[src/rtl/pha_pkg.sv]
// Shared constants and types for the pointer heading block.
// No dependencies; used by every module under rtl.
`timescale 1ns / 1ps
`default_nettype none

package pha_pkg;

	localparam int COORD_BITS = 16;
	localparam int ANGLE_BITS = 16;
	localparam int HEAD_BITS  = 16;

	// Sums of three coordinates need two more bits; magnitudes one less than that.
	localparam int DIFF_BITS = COORD_BITS + 2;
	localparam int MAG_BITS  = COORD_BITS + 1;

	localparam int ITERS    = ANGLE_BITS + 4;
	localparam int SCALE_SH = 60 - (COORD_BITS + 3);
	localparam int ACC_BITS = 32;

	// Rotation datapath: scaled magnitudes stay below 2^60 including CORDIC gain.
	localparam int CW = 62;
	// Angle accumulator in 2^-32 turns, signed, with headroom for the table sum.
	localparam int ZW = ACC_BITS + 2;

	localparam int EXT_BITS = (ANGLE_BITS > HEAD_BITS) ? ANGLE_BITS : HEAD_BITS;

	localparam int IN_BITS  = 6 * COORD_BITS;
	localparam int IN_BYTES = (IN_BITS + 7) / 8;
	localparam int OUT_BYTES = (HEAD_BITS + 7) / 8;

	localparam logic [ANGLE_BITS-1:0] HALF_TURN = ANGLE_BITS'(1) << (ANGLE_BITS - 1);
	localparam logic [HEAD_BITS-1:0]  HALF_HEAD = HEAD_BITS'(EXT_BITS'(HALF_TURN));

	// atan(2^-i) in 2^-32 turns, rounded to nearest.
	localparam logic [ACC_BITS-1:0] ATAN_TAB [32] = '{
		32'h20000000, 32'h12E4051E, 32'h09FB385B, 32'h051111D4,
		32'h028B0D43, 32'h0145D7E1, 32'h00A2F61E, 32'h00517C55,
		32'h0028BE53, 32'h00145F2F, 32'h000A2F98, 32'h000517CC,
		32'h00028BE6, 32'h000145F3, 32'h0000A2FA, 32'h0000517D,
		32'h000028BE, 32'h0000145F, 32'h00000A30, 32'h00000518,
		32'h0000028C, 32'h00000146, 32'h000000A3, 32'h00000051,
		32'h00000029, 32'h00000014, 32'h0000000A, 32'h00000005,
		32'h00000003, 32'h00000001, 32'h00000001, 32'h00000000
	};

	// Quadrant and special-case flags that ride along with the rotation.
	typedef struct packed {
		logic zero_u;
		logic neg_u;
		logic zero_v;
		logic neg_v;
	} meta_t;

endpackage

`default_nettype wire

[src/rtl/pha_fold.sv]
// Output stage: clamps and rounds the first-quadrant angle, folds it into the
// full turn and holds the result beat. Depends on pha_pkg.
`timescale 1ns / 1ps
`default_nettype none

module pha_fold (
	input  wire logic                          clk,
	input  wire logic                          arst_n,
	input  wire logic                          in_valid,
	output logic                               in_ready,
	input  wire logic signed [pha_pkg::ZW-1:0] angle,
	input  wire pha_pkg::meta_t                meta,
	output logic                               out_valid,
	input  wire logic                          out_ready,
	output logic [pha_pkg::HEAD_BITS-1:0]      heading,
	output logic                               updated
);

	localparam logic signed [pha_pkg::ZW-1:0] QUARTER =
		pha_pkg::ZW'(1) <<< (pha_pkg::ACC_BITS - 2);
	localparam logic [pha_pkg::ACC_BITS-2:0] ROUND_HALF =
		(pha_pkg::ACC_BITS - 1)'(1) << (pha_pkg::ACC_BITS - pha_pkg::ANGLE_BITS - 1);

	logic signed [pha_pkg::ZW-1:0]   clamped;
	logic [pha_pkg::ACC_BITS-2:0]    rounded;
	logic [pha_pkg::ANGLE_BITS-1:0]  t, h;
	logic [pha_pkg::EXT_BITS-1:0]    h_ext;
	logic                            valid_q;
	logic [pha_pkg::HEAD_BITS-1:0]   heading_q;
	logic                            updated_q;

	always_comb begin
		if (angle[pha_pkg::ZW-1]) begin
			clamped = '0;
		end else if (angle > QUARTER) begin
			clamped = QUARTER;
		end else begin
			clamped = angle;
		end
	end

	// The clamp keeps the value below 2^(ACC_BITS-1), so the rounding add cannot carry out.
	assign rounded = clamped[pha_pkg::ACC_BITS-2:0] + ROUND_HALF;

	always_comb begin
		if (meta.zero_v) begin
			t = '0;
		end else begin
			t = pha_pkg::ANGLE_BITS'(rounded[pha_pkg::ACC_BITS-2:pha_pkg::ACC_BITS-pha_pkg::ANGLE_BITS]);
		end
		// The mod-one-turn wrap falls out of the fixed width.
		if (!meta.neg_u && !meta.neg_v) begin
			h = t;
		end else if (meta.neg_u && !meta.neg_v) begin
			h = pha_pkg::HALF_TURN - t;
		end else if (meta.neg_u) begin
			h = pha_pkg::HALF_TURN + t;
		end else begin
			h = -t;
		end
	end

	assign h_ext    = pha_pkg::EXT_BITS'(h);
	assign in_ready = !valid_q || out_ready;

	always_ff @(posedge clk or negedge arst_n) begin
		if (!arst_n) begin
			valid_q <= 1'b0;
		end else if (in_ready) begin
			valid_q <= in_valid;
		end
	end

	always_ff @(posedge clk) begin
		if (in_ready && in_valid) begin
			if (meta.zero_u) begin
				heading_q <= '0;
				updated_q <= 1'b0;
			end else begin
				heading_q <= h_ext[pha_pkg::HEAD_BITS-1:0];
				updated_q <= 1'b1;
			end
		end
	end

	assign out_valid = valid_q;
	assign heading   = heading_q;
	assign updated   = updated_q;

`ifndef SYNTHESIS
	// A purely horizontal vector must land on zero or a half turn.
	assert property (@(posedge clk) disable iff (!arst_n)
		(in_ready && in_valid && !meta.zero_u && meta.zero_v)
		|=> (heading_q == '0 || heading_q == pha_pkg::HALF_HEAD))
		else $error("horizontal vector gave an off-axis heading");
`endif

endmodule

`default_nettype wire

[config.mk]
export PLATFORM = sky130hd
export DESIGN_NAME = pha_fold
export DESIGN_NICKNAME = d
export VERILOG_FILES = /design/src/rtl/pha_pkg.sv /design/src/rtl/pha_fold.sv
export SDC_FILE = /design/constraint.sdc
export NUM_CORES = 1
export LEC_CHECK = 0
export ABC_AREA = 0
export BUFFER_PORTS_ARGS = -buffer_cell sky130_fd_sc_hd__buf_4
export CAP_MARGIN = 20
export CELL_PAD_IN_SITES_DETAIL_PLACEMENT = 0
export CELL_PAD_IN_SITES_GLOBAL_PLACEMENT = 1
export CORE_MARGIN = 2
export CORE_UTILIZATION = 35
export CTS_CLUSTER_SIZE = 12
export DETAILED_ROUTE_END_ITERATION = 8
export PLACE_DENSITY_LB_ADDON = 0.08
export SLEW_MARGIN = 20
export SYNTH_ARGS = -nofsm -noshare
export SYNTH_HDL_FRONTEND = slang
export SYNTH_SLANG_ARGS = --single-unit
[constraint.sdc]
create_clock -name clk -period 2.2 [get_ports clk]
set_input_delay 0.33 -clock clk [delete_from_list [all_inputs] [get_ports clk]]
set_output_delay 0.33 -clock clk [all_outputs]
set_load 0.05 [all_outputs]
==> key figures, run 1 <==
STA
  • Final clock skew: about 8.5 ps
  • Slew HR: 78.4%
  • Final period utilization: 152%
  • Slew Viols, Final: 0
  • Post-layout worst setup margin: -1140 ps
  • Fmax: 299 MHz
  • Minimum clock period: between 3000 and 4000 ps
  • RSZ-0062 raised after global routing: true
  • Slew of the pin with the lowest slew margin: roughly 320 ps
  • Final setup viols: 16
  • Final Hold Violating Endpoints: 0

Clock tree
  • CTS H-tree lvls: 1
  • CTS tree: done
  • Clock root cell: clkbuf_8
  • CTS clk-pin slew, worst paths: about 70 ps
  • Clock Sink Count: 18
  • Skew-Pair Late Insertion Delay: between 200 and 300 ps
  • Cts bufs inserted: 3
  • CTS Buffer Depth: 2

Routing
  • Vias per cell: 5.16
  • Antenna-violating nets left: 0
  • DR vias: roughly 2200
  • Remaining DRCs: 0
  • Final wirelength: 6.07 mm
  • Wire per inst: 14.3 um
  • Total iterations of the first detailed-routing run: 4
  • Initial drt markers: 100

Floorplanning
  • DIE AREA: 5700 um2
  • Die Height: 75.5 um
  • Top-Level Pins: just over 60
  • Core Rows: 26
  • Die Wd: roughly 76 um
  • Core area: between 5000 and 6000 um2
  • Starting Density: between 30% and 40%

Global routing
  • Largest net degree at the start of global routing: 18
  • Gr ovfl total: 0
  • First-pass GRT wire length: around 9.3 mm
  • GRT Overall Usage: 21.0%
  • Vias in the first global route: 2030
  • Initial antenna violation count: 0

Placed design
  • Final HPWL from detailed placement: ~4.6 mm
  • Final GP Congestion: approximately 0.86
  • Dpl cell area: 2860 um2
  • Buffers on Ports: 60

Final layout
  • Post-route cell area: approximately 3300 um2
  • Final core occ: between 60% and 70%
  • Nets@finish: 400
  • Layout cells sized above 1: a little under three fifths
  • Multi-input gate area: between 1000 and 1500 um2
  • # fillers: 457
  • FF+latch area: around 540 um2
  • Synthesis-to-layout area growth: 85.8%
  • N_diodes: 0

Logic synthesis
  • Main synth FF type: edfxtp_1
  • Seq/Total Area, Yosys: 29.9%
  • Syn Area/Cell: approximately 8.3 um2
  • Post-synth top area share: between 20 and 30%
  • Synth top area cells: edfxtp_1, xnor2_1, and3_1, nand3_1, nand2_1
  • Seq cells post-synth: 18
  • Synth unique cells: 51
  • Cell taking the most area after synthesis: edfxtp_1
  • Synthesized area: about 1800 um2
  • Async SR Flop Fraction: under 10%
  • Synthesized netlist cell count: about 220
  • EDFF count, synth: 17
  • Syn Nets: 260
  • Yosys warning count: 0

Power
  • P_leak: 1.41 nW
  • Maximum VDD drop: 0.000192 V
  • Cell area power density: 342 nW/um2

Worst setup path
  • WP depth: 14
  • Worst Path Required: 2210 ps
  • Cell family with most CP delay: simple AND/OR/NAND/NOR gates
  • Critical path startpoint category: input pin
  • WS Path Type: in -> reg
  • Worst Setup End Kind: flop
  • Slowest stage delay, CP: between 500 and 600 ps
  • Critical Path Fanout Max: 4
  • Reg2Reg Depth: 3
  • Crit-path cells: buf_6 > nor4_4 > nand4_1 > or4_4 > nand2_4 > and3_4 > ha_4 > nand2_4 > xnor2_2 > o31ai_2 > nand3_1 > a211o_1 > o21ai_2 > mux2_2
  • Worst Path Buf+Inv: 1
  • Slowest stage cell, crit path: or4_4
  • Arr. time, crit path: ~3400 ps
  • Most used cell, CP: nand2_4

Hold path
  • Hold Crit Class: in -> reg
  • Hold depth: 2

Run
  • Max_cap viols: 0

Run status
  • Failing checks: setup timing
  • Status: finished with violations
## area by class of cell
| class | instances | area share, % |
|---|---|---|
| multi-input cells | 185 | 44.7 |
| clock buffers | 3 | 1.24 |
| well taps | 70 | 2.63 |
| clock inverters | 1 | 0.113 |
| flip-flops and latches | 18 | 16.1 |
| inverters | 5 | 0.639 |
| repair buffers | 143 | 34.6 |
## path summary, 6_finish.rpt
check | slack [ps] | end | start
min reg2reg | 530 | out_valid | out_valid
min | 270 | out_valid | in_valid
max in group asynchronous | 1740 | out_valid | arst_n
max reg2reg | 1020 | heading[0] | out_valid
max | -1140 | heading[12] | angle[12]
min in group asynchronous | 380 | out_valid | arst_n
## cell usage after synthesis (4+ instances only)
cell / number
nand2_1: 18
nor2_1: 18
edfxtp_1: 17
nand3_1: 15
and3_1: 12
xnor2_1: 12
a21oi_1: 9
nor3_1: 9
nand2b_1: 7
o21ai_0: 7
or3_1: 7
nor4_1: 6
xor2_1: 6
inv_1: 5
mux2i_1: 5
a31oi_1: 4
nand4_1: 4
## metal layers
| layer | global-route usage, % | up-vias | routed length [um] |
|---|---|---|---|
| li1 | - | 1099 | - |
| met1 | 26.8 | 1011 | 2550 |
| met4 | 4.87 | 0 | 61 |
| met5 | 0 | - | 0 |
| met2 | 38.5 | 77 | 3160 |
| met3 | 1.72 | 6 | 306 |
## cells in the final DEF (no fill, tap or decap), types with 3 or more instances in the layout
cell type    n
nand3b_1     3
buf_6       20
o21ai_0      3
and3_4       3
nand2b_1     7
nor3_1       5
clkbuf_8     3
nand3_1     12
a21oi_2      3
o31a_1       3
inv_1        3
o21ai_2      4
nand4_1      4
xnor2_1     11
mux2_2       3
xor2_1       5
nor2_1      17
edfxtp_1    17
or3_1        7
buf_4      122
and3_1       9
nand2_1     15
a21oi_1      6
mux2i_1      5
nor3_2       3
## cell families after synthesis
| group | synth area share (%) |
|---|---|
| buffers and inverters | 3.56 |
| xor gates and xnor gates | 8.80 |
| DFF | 29.9 |
| and+or+nand+nor | 35.7 |
| muxes | 4.68 |
| adders and majority gates | 1.40 |
| AOI/OAI and AO/OA | 15.9 |
## metrics by stage
| step | setup WS, ps | TNS (ps) | total power [mW] | cells | hold WS (ps) |
|---|---|---|---|---|---|
| 6_report | -1140 | -15020 | 1.14 | 425 | 271 |
| 5_1_grt | -1260 | -17210 | 1.19 | 425 | 282 |
| 4_1_cts | -1030 | -13250 | 1.09 | 414 | 273 |
| 3_5_place_dp | -1500 | -20350 | 0.831 | 401 | 108 |
| 3_3_place_gp | -1420 | -19260 | 0.828 | 401 | 105 |
| 2_1_floorplan | -1300 | -15910 | 0.625 | 216 | 34.4 |
## registers in the layout, indices dropped and copies added (netlist names)
register	flops
heading	16
out_valid	1
updated	1
## timing repair
action                                  in CTS  in global routing
gates resized for setup                     27                 29
endpoints found under the hold margin        1                  0
cloned                                       0                  0
pin swaps                                   16                 13
hold buffers                                 1                  0
buffers inserted                             8                 11
endpoints found under the setup margin      16                 16
## where the power goes
part / total, mW / leakage [nW] / internal [mW] / switching [mW]
Sequential: 0.402 / 0.180 / 0.397 / 0.00506
Combinational: 0.505 / 1.20 / 0.242 / 0.263
Clock: 0.231 / 0.0231 / 0.124 / 0.107
Total: 1.14 / 1.41 / 0.763 / 0.375
Note: power is estimated with default switching activity, not from simulation.
==> inputs of run 2 (changes only) <==
--- a/config.mk
+++ b/config.mk
@@ -15,6 +15,7 @@
 export CTS_CLUSTER_SIZE = 12
 export DETAILED_ROUTE_END_ITERATION = 8
 export PLACE_DENSITY_LB_ADDON = 0.08
+export SETUP_SLACK_MARGIN = 0.3
 export SLEW_MARGIN = 20
 export SYNTH_ARGS = -nofsm -noshare
 export SYNTH_HDL_FRONTEND = slang
==> run 2 against run 1 <==
Against the previous run: the flow still finishes with violations (setup timing); wire length decreased by 4.3%; clock-buffer cell count up 1; register-to-register slack lost 70 ps; first-iteration DRC count grew 21%; die area unchanged; critical endpoint is now heading[7]; largest power group unchanged.
==> key figures, run 2 (synthesized netlist as in run 1, its figures left out) <==
Routing
  • Wire per inst: 13.8 um (was 14.3 um)
  • DR vias: 2177 (was 2193)
  • Remaining DRCs: 0 (unchanged)
  • Initial drt markers: 121 (was 100)
  • Vias per cell: 5.18 (was 5.16)
  • Final wirelength: 5.81 mm (was 6.07 mm)
  • Total iterations of the first detailed-routing run: 4 (unchanged)
  • Antenna-violating nets left: 0 (unchanged)

Clock tree
  • CTS H-tree lvls: 1 (unchanged)
  • Clock root cell: clkbuf_8 (unchanged)
  • Clock Sink Count: 18 (unchanged)
  • Skew-Pair Late Insertion Delay: 240 ps (was 250 ps)
  • CTS clk-pin slew, worst paths: 70 ps (about the same)
  • CTS Buffer Depth: 2 (unchanged)
  • CTS tree: done (unchanged)
  • Cts bufs inserted: 3 (unchanged)

Run
  • Max_cap viols: 0 (unchanged)

Global routing
  • Initial antenna violation count: 0 (unchanged)
  • GRT Overall Usage: 20.2% (was 21.0%)
  • Gr ovfl total: 0 (unchanged)
  • First-pass GRT wire length: 8.94 mm (was 9.30 mm)
  • Vias in the first global route: 1987 (was 2030)
  • Largest net degree at the start of global routing: 18 (unchanged)

Final layout
  • Post-route cell area: 3230 um2 (was 3330 um2)
  • Most common cell after layout, fill and taps aside: buf_4 (unchanged)
  • Multi-input gate area: 1440 um2 (was 1490 um2)
  • Final core occ: 64.4% (was 66.4%)
  • Layout cells sized above 1: 54.6% (was 55.5%)
  • Max reg flops: 16 (unchanged)
  • # fillers: 459 (was 457)
  • N_diodes: 0 (unchanged)
  • Synthesis-to-layout area growth: 80.3% (was 85.8%)
  • FF+latch area: 536 um2 (unchanged)
  • Nets@finish: 395 (was 400)
  • Commonest cells after routing, fill and taps aside: buf_4, nor2_1, edfxtp_1, buf_6, nand2_1 (was buf_4, buf_6, nor2_1, edfxtp_1, nand2_1)

Power
  • Cell area power density: 344 nW/um2 (was 342 nW/um2)
  • P_leak: 1.35 nW (was 1.41 nW)
  • Maximum VDD drop: 0.000176 V (was 0.000192 V)

STA
  • Final period utilization: 147% (was 152%)
  • Minimum clock period: 3240 ps (was 3340 ps)
  • Final setup viols: 16 (unchanged)
  • RSZ-0062 raised after global routing: true (unchanged)
  • Post-layout worst setup margin: -1040 ps (was -1140 ps)
  • Slew Viols, Final: 0 (unchanged)
  • Slew HR: 73.1% (was 78.4%)
  • Slew of the pin with the lowest slew margin: 403 ps (was 323 ps)
  • Final Hold Violating Endpoints: 0 (unchanged)
  • Final clock skew: 0.816 ps (was 8.48 ps)
  • Fmax: 309 MHz (was 299 MHz)
  • Setup TNS Final: -13920 ps (was -15020 ps)

Worst setup path
  • Slowest stage cell, crit path: or4_4 (unchanged)
  • Most used cell, CP: and3_4 (was nand2_4)
  • Critical Path Fanout Max: 5 (was 4)
  • WS Path Type: in -> reg (unchanged)
  • Cell family with most CP delay: simple AND/OR/NAND/NOR gates (unchanged)
  • Worst Setup End Kind: flop (unchanged)
  • Worst Path Required: 2190 ps (was 2210 ps)
  • Reg2Reg Depth: 2 (was 3)
  • Crit Reg-Reg Startpoint: out_valid (unchanged)
  • Worst Path Buf+Inv: 1 (unchanged)
  • Crit-path cells: buf_4 > nor4_2 > nand4_1 > or4_4 > nand2_4 > and3_4 > ha_4 > nand4b_1 > xor2_1 > a2111oi_2 > a21bo_2 > and3_4 > mux2i_1 > a31oi_1 (was buf_6 > nor4_4 > nand4_1 > or4_4 > nand2_4 > and3_4 > ha_4 > nand2_4 > xnor2_2 > o31ai_2 > nand3_1 > a211o_1 > o21ai_2 > mux2_2)
  • Crit. Startpoint: angle[2] (was angle[12])
  • Slowest stage delay, CP: 580 ps (was 590 ps)
  • WP depth: 14 (unchanged)
  • R2R setup slack: 950 ps (was 1020 ps)
  • Arr. time, crit path: 3230 ps (was 3350 ps)
  • Critical path startpoint category: input pin (unchanged)
  • Crit path capture: heading[7] (was heading[12])
  • R2R Path End: heading[3] (was heading[0])

Floorplanning
  • Die Height: 75.5 um (unchanged)
  • DIE AREA: 5700 um2 (unchanged)
  • Core Rows: 26 (unchanged)
  • Die Wd: 75.5 um (unchanged)
  • Starting Density: 35.7% (unchanged)
  • Top-Level Pins: 61 (unchanged)
  • Core area: 5010 um2 (unchanged)

Placed design
  • Final HPWL from detailed placement: 4.53 mm (was 4.57 mm)
  • Buffers on Ports: 60 (unchanged)
  • Final GP Congestion: 0.854 (was 0.861)
  • Dpl cell area: 2880 um2 (was 2860 um2)

Hold path
  • Hold depth: 2 (unchanged)
  • Hold Crit Class: in -> reg (unchanged)

Run status
  • Failing checks: setup timing (unchanged)
  • Status: finished with violations (unchanged)
## run 2: area by class of cell
type                    instances  share of cell area (%)
repair buffers                138                    34.0
flip-flops and latches         18                    16.6
well taps                      70                    2.71
multi-input cells             185                    44.6
inverters                       5                   0.659
clock buffers                   4                    1.40
## run 2: where the power goes
| part | internal [mW] | switching (mW) |
|---|---|---|
| registers | 0.397 | 0.00552 |
| logic | 0.227 | 0.250 |
| clock network | 0.128 | 0.101 |
## run 2: worst min path at each step
stage                   from   endpoint
detailed placement    arst_n  out_valid
finish              in_valid  out_valid
global route        in_valid  out_valid
floorplan             arst_n  out_valid
CTS                 in_valid  out_valid
global placement      arst_n  out_valid
## run 2: per-stage QoR
stage	setup WS, ps	cells	hold slack, ps	power (mW)
2_1_floorplan	-1300	216	34.4	0.625
3_3_place_gp	-1440	404	106	0.827
3_5_place_dp	-1460	404	107	0.832
4_1_cts	-1010	411	270	1.08
5_1_grt	-1160	420	273	1.17
6_report	-1040	420	277	1.11
## run 2: what timing repair did
action | 4_1_cts | 5_1_grt
gates resized for setup | 21 | 26
setup buffers | 2 | 9
pin swaps | 12 | 10
hold buffers | 1 | 0
endpoints found under the setup margin | 16 | 16
endpoints found under the hold margin | 1 | 0
## run 2: metal layers
layer / wire length (um) / GRT usage [%] / up-vias
li1: - / - / 1088
met1: 2470 / 26.4 / 999
met2: 2970 / 36.8 / 80
met3: 280 / 1.32 / 10
met4: 93 / 4.09 / 0
met5: 0 / 0 / -
