--- config.mk ---
export PLATFORM = sky130hd
export DESIGN_NAME = pha_front
export DESIGN_NICKNAME = d
export VERILOG_FILES = /design/src/rtl/pha_pkg.sv /design/src/rtl/pha_front.sv
export SDC_FILE = /design/constraint.sdc
export NUM_CORES = 1
export LEC_CHECK = 0
export BUFFER_PORTS_ARGS = -buffer_cell sky130_fd_sc_hd__clkbuf_2
export CAP_MARGIN = 0
export CORE_AREA = 8 8 102 104
export DETAILED_ROUTE_END_ITERATION = 6
export DIE_AREA = 0 0 110 112
export PLACE_DENSITY = 0.83
export SLEW_MARGIN = 5
export SYNTH_ARGS = -nofsm -noshare
export SYNTH_HDL_FRONTEND = slang
export SYNTH_SLANG_ARGS = --single-unit
--- constraint.sdc ---
create_clock -name clk -period 2.04 [get_ports clk]
set_input_delay 0.408 -clock clk [delete_from_list [all_inputs] [get_ports clk]]
set_output_delay 0.408 -clock clk [all_outputs]
set_load 0.005 [all_outputs]
--- src/rtl/pha_pkg.sv ---
// Shared constants and types for the pointer heading block.
// No dependencies; used by every module under rtl.
`timescale 1ns / 1ps
`default_nettype none

package pha_pkg;

	localparam int COORD_BITS = 16;
	localparam int ANGLE_BITS = 16;
	localparam int HEAD_BITS  = 16;

	// Sums of three coordinates need two more bits; magnitudes one less than that.
	localparam int DIFF_BITS = COORD_BITS + 2;
	localparam int MAG_BITS  = COORD_BITS + 1;

	localparam int ITERS    = ANGLE_BITS + 4;
	localparam int SCALE_SH = 60 - (COORD_BITS + 3);
	localparam int ACC_BITS = 32;

	// Rotation datapath: scaled magnitudes stay below 2^60 including CORDIC gain.
	localparam int CW = 62;
	// Angle accumulator in 2^-32 turns, signed, with headroom for the table sum.
	localparam int ZW = ACC_BITS + 2;

	localparam int EXT_BITS = (ANGLE_BITS > HEAD_BITS) ? ANGLE_BITS : HEAD_BITS;

	localparam int IN_BITS  = 6 * COORD_BITS;
	localparam int IN_BYTES = (IN_BITS + 7) / 8;
	localparam int OUT_BYTES = (HEAD_BITS + 7) / 8;

	localparam logic [ANGLE_BITS-1:0] HALF_TURN = ANGLE_BITS'(1) << (ANGLE_BITS - 1);
	localparam logic [HEAD_BITS-1:0]  HALF_HEAD = HEAD_BITS'(EXT_BITS'(HALF_TURN));

	// atan(2^-i) in 2^-32 turns, rounded to nearest.
	localparam logic [ACC_BITS-1:0] ATAN_TAB [32] = '{
		32'h20000000, 32'h12E4051E, 32'h09FB385B, 32'h051111D4,
		32'h028B0D43, 32'h0145D7E1, 32'h00A2F61E, 32'h00517C55,
		32'h0028BE53, 32'h00145F2F, 32'h000A2F98, 32'h000517CC,
		32'h00028BE6, 32'h000145F3, 32'h0000A2FA, 32'h0000517D,
		32'h000028BE, 32'h0000145F, 32'h00000A30, 32'h00000518,
		32'h0000028C, 32'h00000146, 32'h000000A3, 32'h00000051,
		32'h00000029, 32'h00000014, 32'h0000000A, 32'h00000005,
		32'h00000003, 32'h00000001, 32'h00000001, 32'h00000000
	};

	// Quadrant and special-case flags that ride along with the rotation.
	typedef struct packed {
		logic zero_u;
		logic neg_u;
		logic zero_v;
		logic neg_v;
	} meta_t;

endpackage

`default_nettype wire

--- src/rtl/pha_front.sv ---
// Input stage: forms the world-space differences, their magnitudes and quadrant flags.
// Depends on pha_pkg.
`timescale 1ns / 1ps
`default_nettype none

module pha_front (
	input  wire logic                             clk,
	input  wire logic                             arst_n,
	input  wire logic                             in_valid,
	output logic                                  in_ready,
	input  wire logic signed [pha_pkg::COORD_BITS-1:0] pointer_x,
	input  wire logic signed [pha_pkg::COORD_BITS-1:0] pointer_y,
	input  wire logic signed [pha_pkg::COORD_BITS-1:0] camera_x,
	input  wire logic signed [pha_pkg::COORD_BITS-1:0] camera_y,
	input  wire logic signed [pha_pkg::COORD_BITS-1:0] origin_x,
	input  wire logic signed [pha_pkg::COORD_BITS-1:0] origin_y,
	output logic                                  out_valid,
	input  wire logic                             out_ready,
	output logic [pha_pkg::MAG_BITS-1:0]          mag_u,
	output logic [pha_pkg::MAG_BITS-1:0]          mag_v,
	output pha_pkg::meta_t                        meta
);

	logic signed [pha_pkg::DIFF_BITS-1:0] u, v, abs_u, abs_v;
	logic                                 valid_s1;
	logic [pha_pkg::MAG_BITS-1:0]         mag_u_s1, mag_v_s1;
	pha_pkg::meta_t                       meta_s1;

	// u points right, v points up (screen y grows downward).
	assign u = pha_pkg::DIFF_BITS'(pointer_x) + pha_pkg::DIFF_BITS'(camera_x)
		- pha_pkg::DIFF_BITS'(origin_x);
	assign v = pha_pkg::DIFF_BITS'(origin_y)
		- (pha_pkg::DIFF_BITS'(pointer_y) + pha_pkg::DIFF_BITS'(camera_y));
	assign abs_u = u[pha_pkg::DIFF_BITS-1] ? -u : u;
	assign abs_v = v[pha_pkg::DIFF_BITS-1] ? -v : v;

	assign in_ready = !valid_s1 || out_ready;

	always_ff @(posedge clk or negedge arst_n) begin
		if (!arst_n) begin
			valid_s1 <= 1'b0;
		end else if (in_ready) begin
			valid_s1 <= in_valid;
		end
	end

	always_ff @(posedge clk) begin
		if (in_ready && in_valid) begin
			mag_u_s1       <= abs_u[pha_pkg::MAG_BITS-1:0];
			mag_v_s1       <= abs_v[pha_pkg::MAG_BITS-1:0];
			meta_s1.zero_u <= (u == '0);
			meta_s1.neg_u  <= u[pha_pkg::DIFF_BITS-1];
			meta_s1.zero_v <= (v == '0);
			meta_s1.neg_v  <= v[pha_pkg::DIFF_BITS-1];
		end
	end

	assign out_valid = valid_s1;
	assign mag_u     = mag_u_s1;
	assign mag_v     = mag_v_s1;
	assign meta      = meta_s1;

endmodule

`default_nettype wire

==> results of run 1 <==
## cell type report
| class | instances | area [um^2] | share of cell area |
|---|---|---|---|
| clock inverter | 3 | 43.79 | 0.005774 |
| sequential | 39 | 1166 | 0.1537 |
| tap | 111 | 138.9 | 0.01831 |
| inverter | 108 | 412.9 | 0.05444 |
| timing repair buffer | 298 | 2034 | 0.2682 |
| clock buffer | 5 | 68.82 | 0.009073 |
| multi-input combinational | 343 | 3720 | 0.4904 |
## layer usage
layer | vias up | routed length [um] | track usage
met5 | - | 0 | 0
met1 | 2345 | 5400 | 0.2354
met2 | 177 | 8772 | 0.4166
met3 | 42 | 923 | 0.03466
met4 | 0 | 437 | 0.04144
li1 | 2273 | - | -
## metrics by stage
stage               hold slack [ps]    util  instance area, um^2
finish                        339.6  0.8532                 7585
global route                  351.3  0.8532                 7585
CTS                           341.9  0.8070                 7174
detailed placement            187.2  0.7417                 6594
global placement              182.6  0.7417                 6594
floorplan                     112.4       -                 4858
## sequential cells by signal, indices dropped and copies added, names as in the netlist
register	cells
mag_u	17
meta	4
out_valid	1
mag_v	17
## cell usage in the layout, fill, tap and decap left out, drive strengths merged, types with 6 or more instances in the layout
| master | synthesis | routed |
|---|---|---|
| a21o | 7 | 7 |
| edfxtp | 38 | 38 |
| nor2b | 6 | 6 |
| clkbuf | 3 | 139 |
| nor3 | 12 | 12 |
| fa | 32 | 32 |
| buf | 1 | 163 |
| o21a | 8 | 8 |
| xnor2 | 33 | 33 |
| nand2 | 25 | 25 |
| a21oi | 27 | 27 |
| o21ai | 25 | 25 |
| nor2 | 28 | 28 |
| inv | 108 | 107 |
| nand2b | 6 | 6 |
| nand3 | 10 | 10 |
| o31ai | 6 | 6 |
| xor2 | 17 | 17 |
| ha | 37 | 37 |
| or3 | 8 | 8 |
## cells by family after synthesis
group | Yosys count | synth area share
AO/OA/AOI/OAI | 106 | 0.1699
XOR/XNOR | 50 | 0.09786
adder cells (fa/ha/maj) | 69 | 0.2424
buffers and inverters | 112 | 0.09318
flip-flops | 39 | 0.2562
multiplexers | 1 | 0.004947
AND/OR/NAND/NOR | 117 | 0.1355
## what timing repair did
action                                 4_1_cts  5_1_grt
hold buffers                                 1        0
setup buffers                               23       16
pin swaps                                   32       40
setup endpoints to repair                   36       36
gates resized for setup                     53       62
endpoints found under the hold margin        1        0
cloned                                       1        0
## power by group through the flow
stage	combinational, mW	clock (mW)	sequential [mW]
final	5.17	0.664	1.34
after global routing	5.54	0.692	1.35
after CTS	4.53	0.660	1.34
after detailed placement	3.98	0	1.36
after global placement	3.78	0	1.35
after floorplan	2.31	0	1.35
## synthesized netlist by cell type (all sizes together) (10+ instances only)
library cell / number
a21oi: 27
nor3: 12
xor2: 17
nor2: 28
fa: 32
edfxtp: 38
inv: 108
xnor2: 33
o21ai: 25
nand2: 25
ha: 37
nand3: 10
## worst max-delay path, cell delays in order
cell      delay [ps]
buf_8             80
inv_4             30
fa_2             580
inv_2             50
ha_4             220
a211oi_4         250
buf_4            170
o21bai_1         110
a21oi_2          230
xnor2_2          130
or3_4            410
or3_4            370
or4_4            550
nor3_2           150
## worst max-delay path by stage
stage / startpoint / end / slack [ps] / cells after the start
global placement: origin_x[1] / mag_u[13] / -1670 / 12
detailed placement: origin_x[1] / mag_u[13] / -1770 / 12
floorplan: origin_x[1] / mag_u[13] / -1500 / 11
CTS: camera_x[1] / meta[3] / -1400 / 13
global route: pointer_x[1] / mag_u[16] / -1640 / 15
finish: pointer_x[1] / meta[3] / -1550 / 14
==> impl_results.md, run 1 <==
* P_sw at 2.846 mW
* Main flop type after synthesis: edfxtp_1
* Gate power share at 0.720
* Final hold violation count at 0
* Grt ovf at 0
* RSZ-0062 raised after global routing: yes
* Chip height at 112 um
* Setup TNS at -43,700 ps
* Violated checks: negative setup slack
* Vias per cell at 5.333
* TritonCTS clock tree: built
* Initial antenna violation count at 0
* N_diodes at 0
* Largest area contributor in the netlist: edfxtp_1
* Critical Path AT at 3730 ps
* Slew @ Worst Pin at 680.9 ps
* Mapped Area at 4552 um^2
* CTS Buf Count at 5
* R2R setup slack at 800 ps
* Router iterations before antenna repair at 4
* Initial Util at 0.5120
* Residual DRC count at 0
* CP Class: in2reg
* Register area share after synthesis at 0.2562
* Syn Inst Count at 494
* Worst R2R Start: out_valid
* Register share of total power at 0.187
* Clk root buf: clkbuf_8
* Crit Path Max Fanout at 3
* WP data required at 2180 ps
* HPWL Detailed at 10,630 um
* Worst R2R End: mag_v[8]
* Worst Clk Skew at 11.20 ps
* Switching Fraction at 0.3968
* Area Growth Syn to Fin at 66.63%
* I/O pins at 140
* DRT iter0 DRCs at 200
* Yosys top cell area share at 0.2507
* Vias in the first global route at 4,903
* Via Count at 4,837
* Clk buf depth at 2
* Total Power at 7.174 mW
* Largest net degree at the start of global routing at 39
* Leak at 3.689 nW
* Hold_sp: in_valid
* Die Wd at 110 um
* Core ar. at 8890 um^2
* Layout net count at 964
* Endpoints failing setup at 36
* Worst slew margin at 0.5412
* Final WS setup at -1552 ps
* FF+latch count, synth at 39
* Fillers at 466
* Row count at 35
* FF-to-FF path depth at 3
* Total track usage at 0.2160
* Syn nets at 663
* Clk Latency, worst-skew pair at 290 ps
* IO Port Bufs at 139
* Critical Path Sink Type: flop
* CP startpoint kind: primary input
* Sink Count at 39
* Final cell count without fillers at 907
* Final period util at 1.761
* Post-DR wirelength/cell at 17.13 um
* Post-synth cell types at 68
* Internal at 4.327 mW
* Synth warn at 0
* Mean area per synthesized cell at 9.214 um^2
* Maximum VDD drop at 571.6 uV
* Post-placement setup slack at -1774 ps
* Post-DRT Antenna Nets at 0
* Worst hold path type: in2reg
* Share of cells above drive strength 1 at 0.5515
* Hold endpoint: out_valid
* DRT Wirelength at 15,530 um
* Pwr dens at 945.8 nW/um^2
* First-pass GRT wire length at 21,740 um
* Min-Delay Path Depth at 2
* Synth area leaders: edfxtp_1, fa_1, ha_1
* EDFF count, synth at 38
* Routability cong. at 0.8951
* Async SR Flop Fraction at 0.02564
* Tmin final at 3592 ps
* Max Fclk at 0.2784 GHz
* Reg clk slew, reported paths at 80 ps
* Placed cells at 860
* H-tree Lvls at 2
* Outcome: finished with violations
* Full die area at 12,320 um^2
* Power share of the clock group at 0.093
* Max cap viols at 0
* Max-slew violations at 0
Note: power is estimated with default switching activity, not from simulation.
==> run 2, diff against run 1 <==
--- a/config.mk
+++ b/config.mk
@@ -7,9 +7,9 @@
 export LEC_CHECK = 0
 export BUFFER_PORTS_ARGS = -buffer_cell sky130_fd_sc_hd__clkbuf_2
 export CAP_MARGIN = 0
-export CORE_AREA = 8 8 102 104
+export CORE_AREA = 8 8 120 89
 export DETAILED_ROUTE_END_ITERATION = 6
-export DIE_AREA = 0 0 110 112
+export DIE_AREA = 0 0 128 97
 export PLACE_DENSITY = 0.83
 export SLEW_MARGIN = 5
 export SYNTH_ARGS = -nofsm -noshare
==> run 2 against run 1 <==
- the run still ends with negative setup slack left
- die area up 0.78%
- sequential power about the same
- power up 5.1%
- critical path depth up 4
- critical path type unchanged
- critical endpoint is now mag_u[2]
==> impl_results.md, run 2 (synthesis results as in run 1) <==
* Gate power share at 0.714
* Full die area at 12,420 um^2
* Residual DRC count at 0
* Slowest CP cell: fa_1
* Share of cells above drive strength 1 at 0.5605
* Router iterations before antenna repair at 7
* Total Power at 7.536 mW
* WP data required at 2070 ps
* Endpoints failing setup at 36
* Final period util at 1.754
* CP cell instances: clkbuf_2 > inv_1 > fa_1 > inv_1 > ha_1 > buf_4 > a21oi_1 > o21ai_1 > o311ai_2 > buf_4 > a21oi_4 > o31ai_4 > nand3b_1 > mux2i_4 > buf_12 > buf_8 > nor2b_4 > xnor2_1
* TritonCTS clock tree: built
* Outcome: finished with violations
* Grt ovf at 0
* Leak at 3.736 nW
* DRT Wirelength at 17,980 um
* Crit path from: pointer_x[6]
* Crit Path Max Fanout at 7
* HPWL Detailed at 11,460 um
* Largest net degree at the start of global routing at 39
* CP Class: in2reg
* Die Wd at 128 um
* Max cap viols at 0
* Internal at 4.442 mW
* Total track usage at 0.2308
* Switching Fraction at 0.4106
* Final WS setup at -1538 ps
* RSZ-0062 raised after global routing: yes
* Vias in the first global route at 5,211
* Tmin final at 3578 ps
* P_sw at 3.094 mW
* H-tree Lvls at 2
* Largest delay contributor family on the critical path: compound AO/OA/AOI/OAI gates
* Post-DRT Antenna Nets at 0
* Buf+Inv Stages, Crit Path at 7
* Clk Latency, worst-skew pair at 290 ps
* Row count at 29
* I/O pins at 140
* Pwr dens at 974.4 nW/um^2
* Max Fclk at 0.2795 GHz
* Layout net count at 969
* Register share of total power at 0.180
* Worst slew margin at 0.6054
* Placed cells at 877
* Worst hold path type: in2reg
* Area Growth Syn to Fin at 69.90%
* Slew @ Worst Pin at 585.7 ps
* Maximum VDD drop at 505.8 uV
* Final cell count without fillers at 925
* Power share of the clock group at 0.106
* Critical Path AT at 3610 ps
* N_diodes at 0
* Clk buf depth at 2
* Chip height at 97 um
* Most common cell after layout, fill and taps aside: buf_4
* Final hold violation count at 0
* Hold_sp: in_valid
* CTS Buf Count at 5
* Max-slew violations at 0
* Worst R2R Start: out_valid
* Post-placement setup slack at -1866 ps
* First-pass GRT wire length at 23,780 um
* CP startpoint kind: primary input
* Core ar. at 8781 um^2
* CP max stage delay at 560 ps
* Clk root buf: clkbuf_16
* Reg clk slew, reported paths at 70 ps
* Sink Count at 39
* Routability cong. at 0.8617
* Worst Clk Skew at 8.631 ps
* Post-DR wirelength/cell at 19.43 um
* Violated checks: negative setup slack
* Finished Core Util at 0.8807
* Commonest cells after routing, fill and taps aside: buf_4, clkbuf_2, inv_1
* IO Port Bufs at 139
* Vias per cell at 5.555
* DRT iter0 DRCs at 388
* Critical Path Sink Type: flop
* Initial antenna violation count at 0
* Via Count at 5,138
* Initial Util at 0.5184
-- run 2: cell types whose count changed in the layout (fill, tap and decap cells not counted), sizes merged --
cell and delta:
bufinv -1, buf +5, clkinv -1, clkinvlp +2
-- run 2: worst reg2reg max path: cells and delay by family (launching register included) --
kind                   cells  cell delay [ps]
flip-flops                 1              380
buffers and inverters      1              240
AND/OR/NAND/NOR            2              310
-- run 2: what timing repair did --
item                                    CTS  global route
gates cloned                              0             1
endpoints found under the hold margin     1             0
pin swaps                                43            38
setup buffers                            14            24
endpoints found under the setup margin   36            36
gates resized for setup                  37            91
hold buffers                              1             0
-- run 2: cell type report --
class                   count  area (um^2)
clock buffers               5        125.1
clock inverters             3        20.02
fillers                   430         1047
inverters                 108        412.9
multi-input cells         343         3760
flip-flops and latches     39         1166
well taps                 124        155.1
repair buffers            303         2095
-- run 2: per-layer routing --
layer  vias to the layer above  track usage  share of wire
li1                       2291            -              -
met1                      2436       0.2668           0.37
met2                       321       0.4213           0.51
met3                        90      0.04770          0.077
met4                         0      0.05920          0.047
met5                         -            0              0
-- run 2: path summary, 6_finish.rpt --
check                                  to  slack [ps]  depth (start not counted)
worst max-delay path             mag_u[2]       -1540                         18
worst min-delay path            out_valid         350                          2
worst max register to register   mag_v[7]         780                          3
worst min register to register  out_valid         570                          2
max in group asynchronous       out_valid        1520                          2
min in group asynchronous       out_valid         440                          2
-- run 2: power groups by stage --
stage          registers [mW]  logic (mW)  clock network, mW
6_report                 1.35        5.38              0.799
5_1_grt                  1.37        5.68              0.826
4_1_cts                  1.34        4.36              0.774
3_5_place_dp             1.36        4.07                  0
3_3_place_gp             1.35        3.83                  0
2_1_floorplan            1.35        2.31                  0
-- run 2: metrics by stage --
| stage | hold slack, ps | instance area (um^2) | TNS, ps |
|---|---|---|---|
| 6_report | 353.1 | 7734 | -46360 |
| 5_1_grt | 363.6 | 7734 | -49970 |
| 4_1_cts | 334.9 | 7106 | -43880 |
| 3_5_place_dp | 183.6 | 6653 | -56560 |
| 3_3_place_gp | 182.2 | 6653 | -50640 |
| 2_1_floorplan | 112.4 | 4858 | -41580 |
==> run 3, diff against run 2 <==
--- a/config.mk
+++ b/config.mk
@@ -5,11 +5,12 @@
 export SDC_FILE = /design/constraint.sdc
 export NUM_CORES = 1
 export LEC_CHECK = 0
+export ABC_AREA = 1
 export BUFFER_PORTS_ARGS = -buffer_cell sky130_fd_sc_hd__clkbuf_2
 export CAP_MARGIN = 0
-export CORE_AREA = 8 8 120 89
+export CORE_AREA = 8 8 110 112
 export DETAILED_ROUTE_END_ITERATION = 6
-export DIE_AREA = 0 0 128 97
+export DIE_AREA = 0 0 118 120
 export PLACE_DENSITY = 0.83
 export SLEW_MARGIN = 5
 export SYNTH_ARGS = -nofsm -noshare
==> run 3 against run 2 <==
- the flow finishes with violations (design-rule violations, negative setup slack)
- global-route usage is 2.4 points higher
- critical path depth stayed put
- fmax is 11% higher
- flip-flop and latch count stayed put
- via count is 59% higher
- clock power is 14% lower
- clock skew is 1.1 ps lower
- register-to-register slack worse by 170 ps
- first-iteration DRC count grew to 3.4 times the previous value
- synthesized cell count is 72% higher
- largest cell class unchanged
==> impl_results.md, run 3 <==
* I/O pins at 140
* Min-Delay Path Depth at 3
* Synth warn at 0
* Worst Clk Skew at 7.548 ps
* CTS Buf Count at 5
* DRT Wirelength at 32,350 um
* Leak at 5.076 nW
* CP Class: in2reg
* Via Count at 8,144
* Area Growth Syn to Fin at 71.14%
* Share of cells above drive strength 1 at 0.5801
* Syn nets at 1,019
* HPWL Detailed at 12,380 um
* Worst hold path type: in2reg
* DRT iter0 DRCs at 1,330
* Syn Inst Count at 850
* Worst slew margin at 0.6248
* Critical Path AT at 3240 ps
* Clk buf depth at 2
* Max Fclk at 0.3095 GHz
* Clk Latency, worst-skew pair at 310 ps
* Layout net count at 1,316
* Main flop type after synthesis: edfxtp_1
* Total track usage at 0.2551
* IO Port Bufs at 139
* Pwr dens at 990.3 nW/um^2
* CP startpoint kind: primary input
* Residual DRC count at 5
* Count leader, synth: nand2_1
* FF-to-FF path depth at 2
* Placed cells at 1,229
* Initial Util at 0.5348
* Violated checks: design-rule violations, negative setup slack
* Largest net degree at the start of global routing at 39
* EDFF count, synth at 38
* Clk root buf: clkbuf_8
* WP data required at 2050 ps
* Most common cell after layout, fill and taps aside: inv_1
* RSZ-0062 raised after global routing: yes
* First-pass GRT wire length at 30,420 um
* Max cap viols at 0
* Routability cong. at 0.8922
* Worst R2R Start: out_valid
* Die Wd at 118 um
* Yosys top cell area share at 0.2031
* Initial antenna violation count at 0
* Slew @ Worst Pin at 562.8 ps
* Endpoints failing setup at 36
* N_diodes at 0
* Vias in the first global route at 6,980
* TritonCTS clock tree: built
* Register area share after synthesis at 0.2075
* Row count at 38
* Vias per cell at 6.323
* Synth area leaders: edfxtp_1, nand2_1, inv_1
* Final hold violation count at 0
* Async SR Flop Fraction at 0.02564
* Most frequent cells after synthesis: nand2_1, inv_1, nand3_1, nor2_1
* Post-synth cell types at 33
* Grt ovf at 0
* Commonest cells after routing, fill and taps aside: inv_1, nand2_1, buf_4
* Largest area contributor in the netlist: edfxtp_1
* Core ar. at 10,510 um^2
* Crit path from: origin_x[2]
* Maximum VDD drop at 554.3 uV
* Reg clk slew, reported paths at 80 ps
* Post-DRT Antenna Nets at 0
* H-tree Lvls at 2
* Mean area per synthesized cell at 6.611 um^2
* Full die area at 14,160 um^2
* Sink Count at 39
* FF+latch count, synth at 39
* Router iterations before antenna repair at 7
* Final cell count without fillers at 1,288
* Tmin final at 3231 ps
* Post-DR wirelength/cell at 25.12 um
* Finished Core Util at 0.9152
* Critical Path Sink Type: flop
* Chip height at 120 um
* Final period util at 1.584
* Max-slew violations at 0
* Mapped Area at 5619 um^2
* Crit Path Max Fanout at 7
* Outcome: finished with violations
* Final WS setup at -1191 ps
* Hold_sp: in_valid
run 3: cell types whose count changed after synthesis, sizes merged, moves of 18 or more:
cell   previous run  this run
nand2            25       294
xnor2            33         7
nor2             28        67
nand3            10        68
o21ai            25         7
inv             108       225
run 3: power by group:
part           total, mW  internal, mW  switching [mW]
sequential          1.32          1.23          0.0903
clock              0.689         0.365           0.324
combinational       7.51          2.95            4.56
run 3: cell type report:
type                    count  area (um^2)
multi-input cells         584         5311
inverters                 225        859.6
clock buffers               5        68.82
flip-flops and latches     39         1166
clock inverters             3        43.79
well taps                 140        175.2
repair buffers            292         1992
fillers                   353        890.9
run 3: repair_timing:
action,CTS,global route
hold buffers,1,0
setup endpoints to repair,36,36
buffers inserted,28,26
gates resized for setup,141,249
gates cloned,3,0
hold endpoints to repair,1,0
pin swaps,90,139
run 3: kinds of logic after synthesis:
family / share of synthesized area
flops: 0.2075
fa+ha+maj: 0.1964
buf+inv: 0.1590
compound gates: 0.02939
simple gates: 0.3734
xor+xnor: 0.03429
run 3: metrics by stage:
stage	TNS (ps)	area, um^2	setup WS, ps	hold slack, ps	power (mW)
floorplan	-18860	5918	-628.9	112.4	4.020
global placement	-29410	7532	-892.7	182.5	5.478
detailed placement	-31300	7532	-987.8	184.7	5.623
CTS	-15580	8473	-580.2	343.9	7.050
global route	-28970	9617	-1405	345.0	9.804
finish	-26290	9617	-1191	345.9	9.523
run 3: routing by layer:
metal / share of wire / vias to the layer above / GRT usage
met4: 0.12 / 2 / 0.1569
met2: 0.45 / 954 / 0.4977
li1: - / 3157 / -
met5: 0.0011 / - / 0
met1: 0.30 / 3638 / 0.2429
met3: 0.14 / 393 / 0.04791
run 3: critical path, stage by stage:
cell and delay (ps):
clkbuf_2 130, fa_1 650, inv_2 70, ha_4 290, nand2_2 80, nand2_2 70
inv_2 120, nand2_4 110, nand2_4 100, nand2_2 90, nand2_2 90, nand2_4 80
nor2_4 140, nand3_1 180, nor2_2 200, nand2_1 130, nand3_1 120, nand2_1 170
run 3: worst paths after layout:
path | to | slack, ps
worst max register to register | mag_u[14] | 610
worst min-delay path | out_valid | 350
worst max-delay path | mag_u[15] | -1190
worst min register to register | out_valid | 630
max in group asynchronous | out_valid | 1560
min in group asynchronous | out_valid | 400
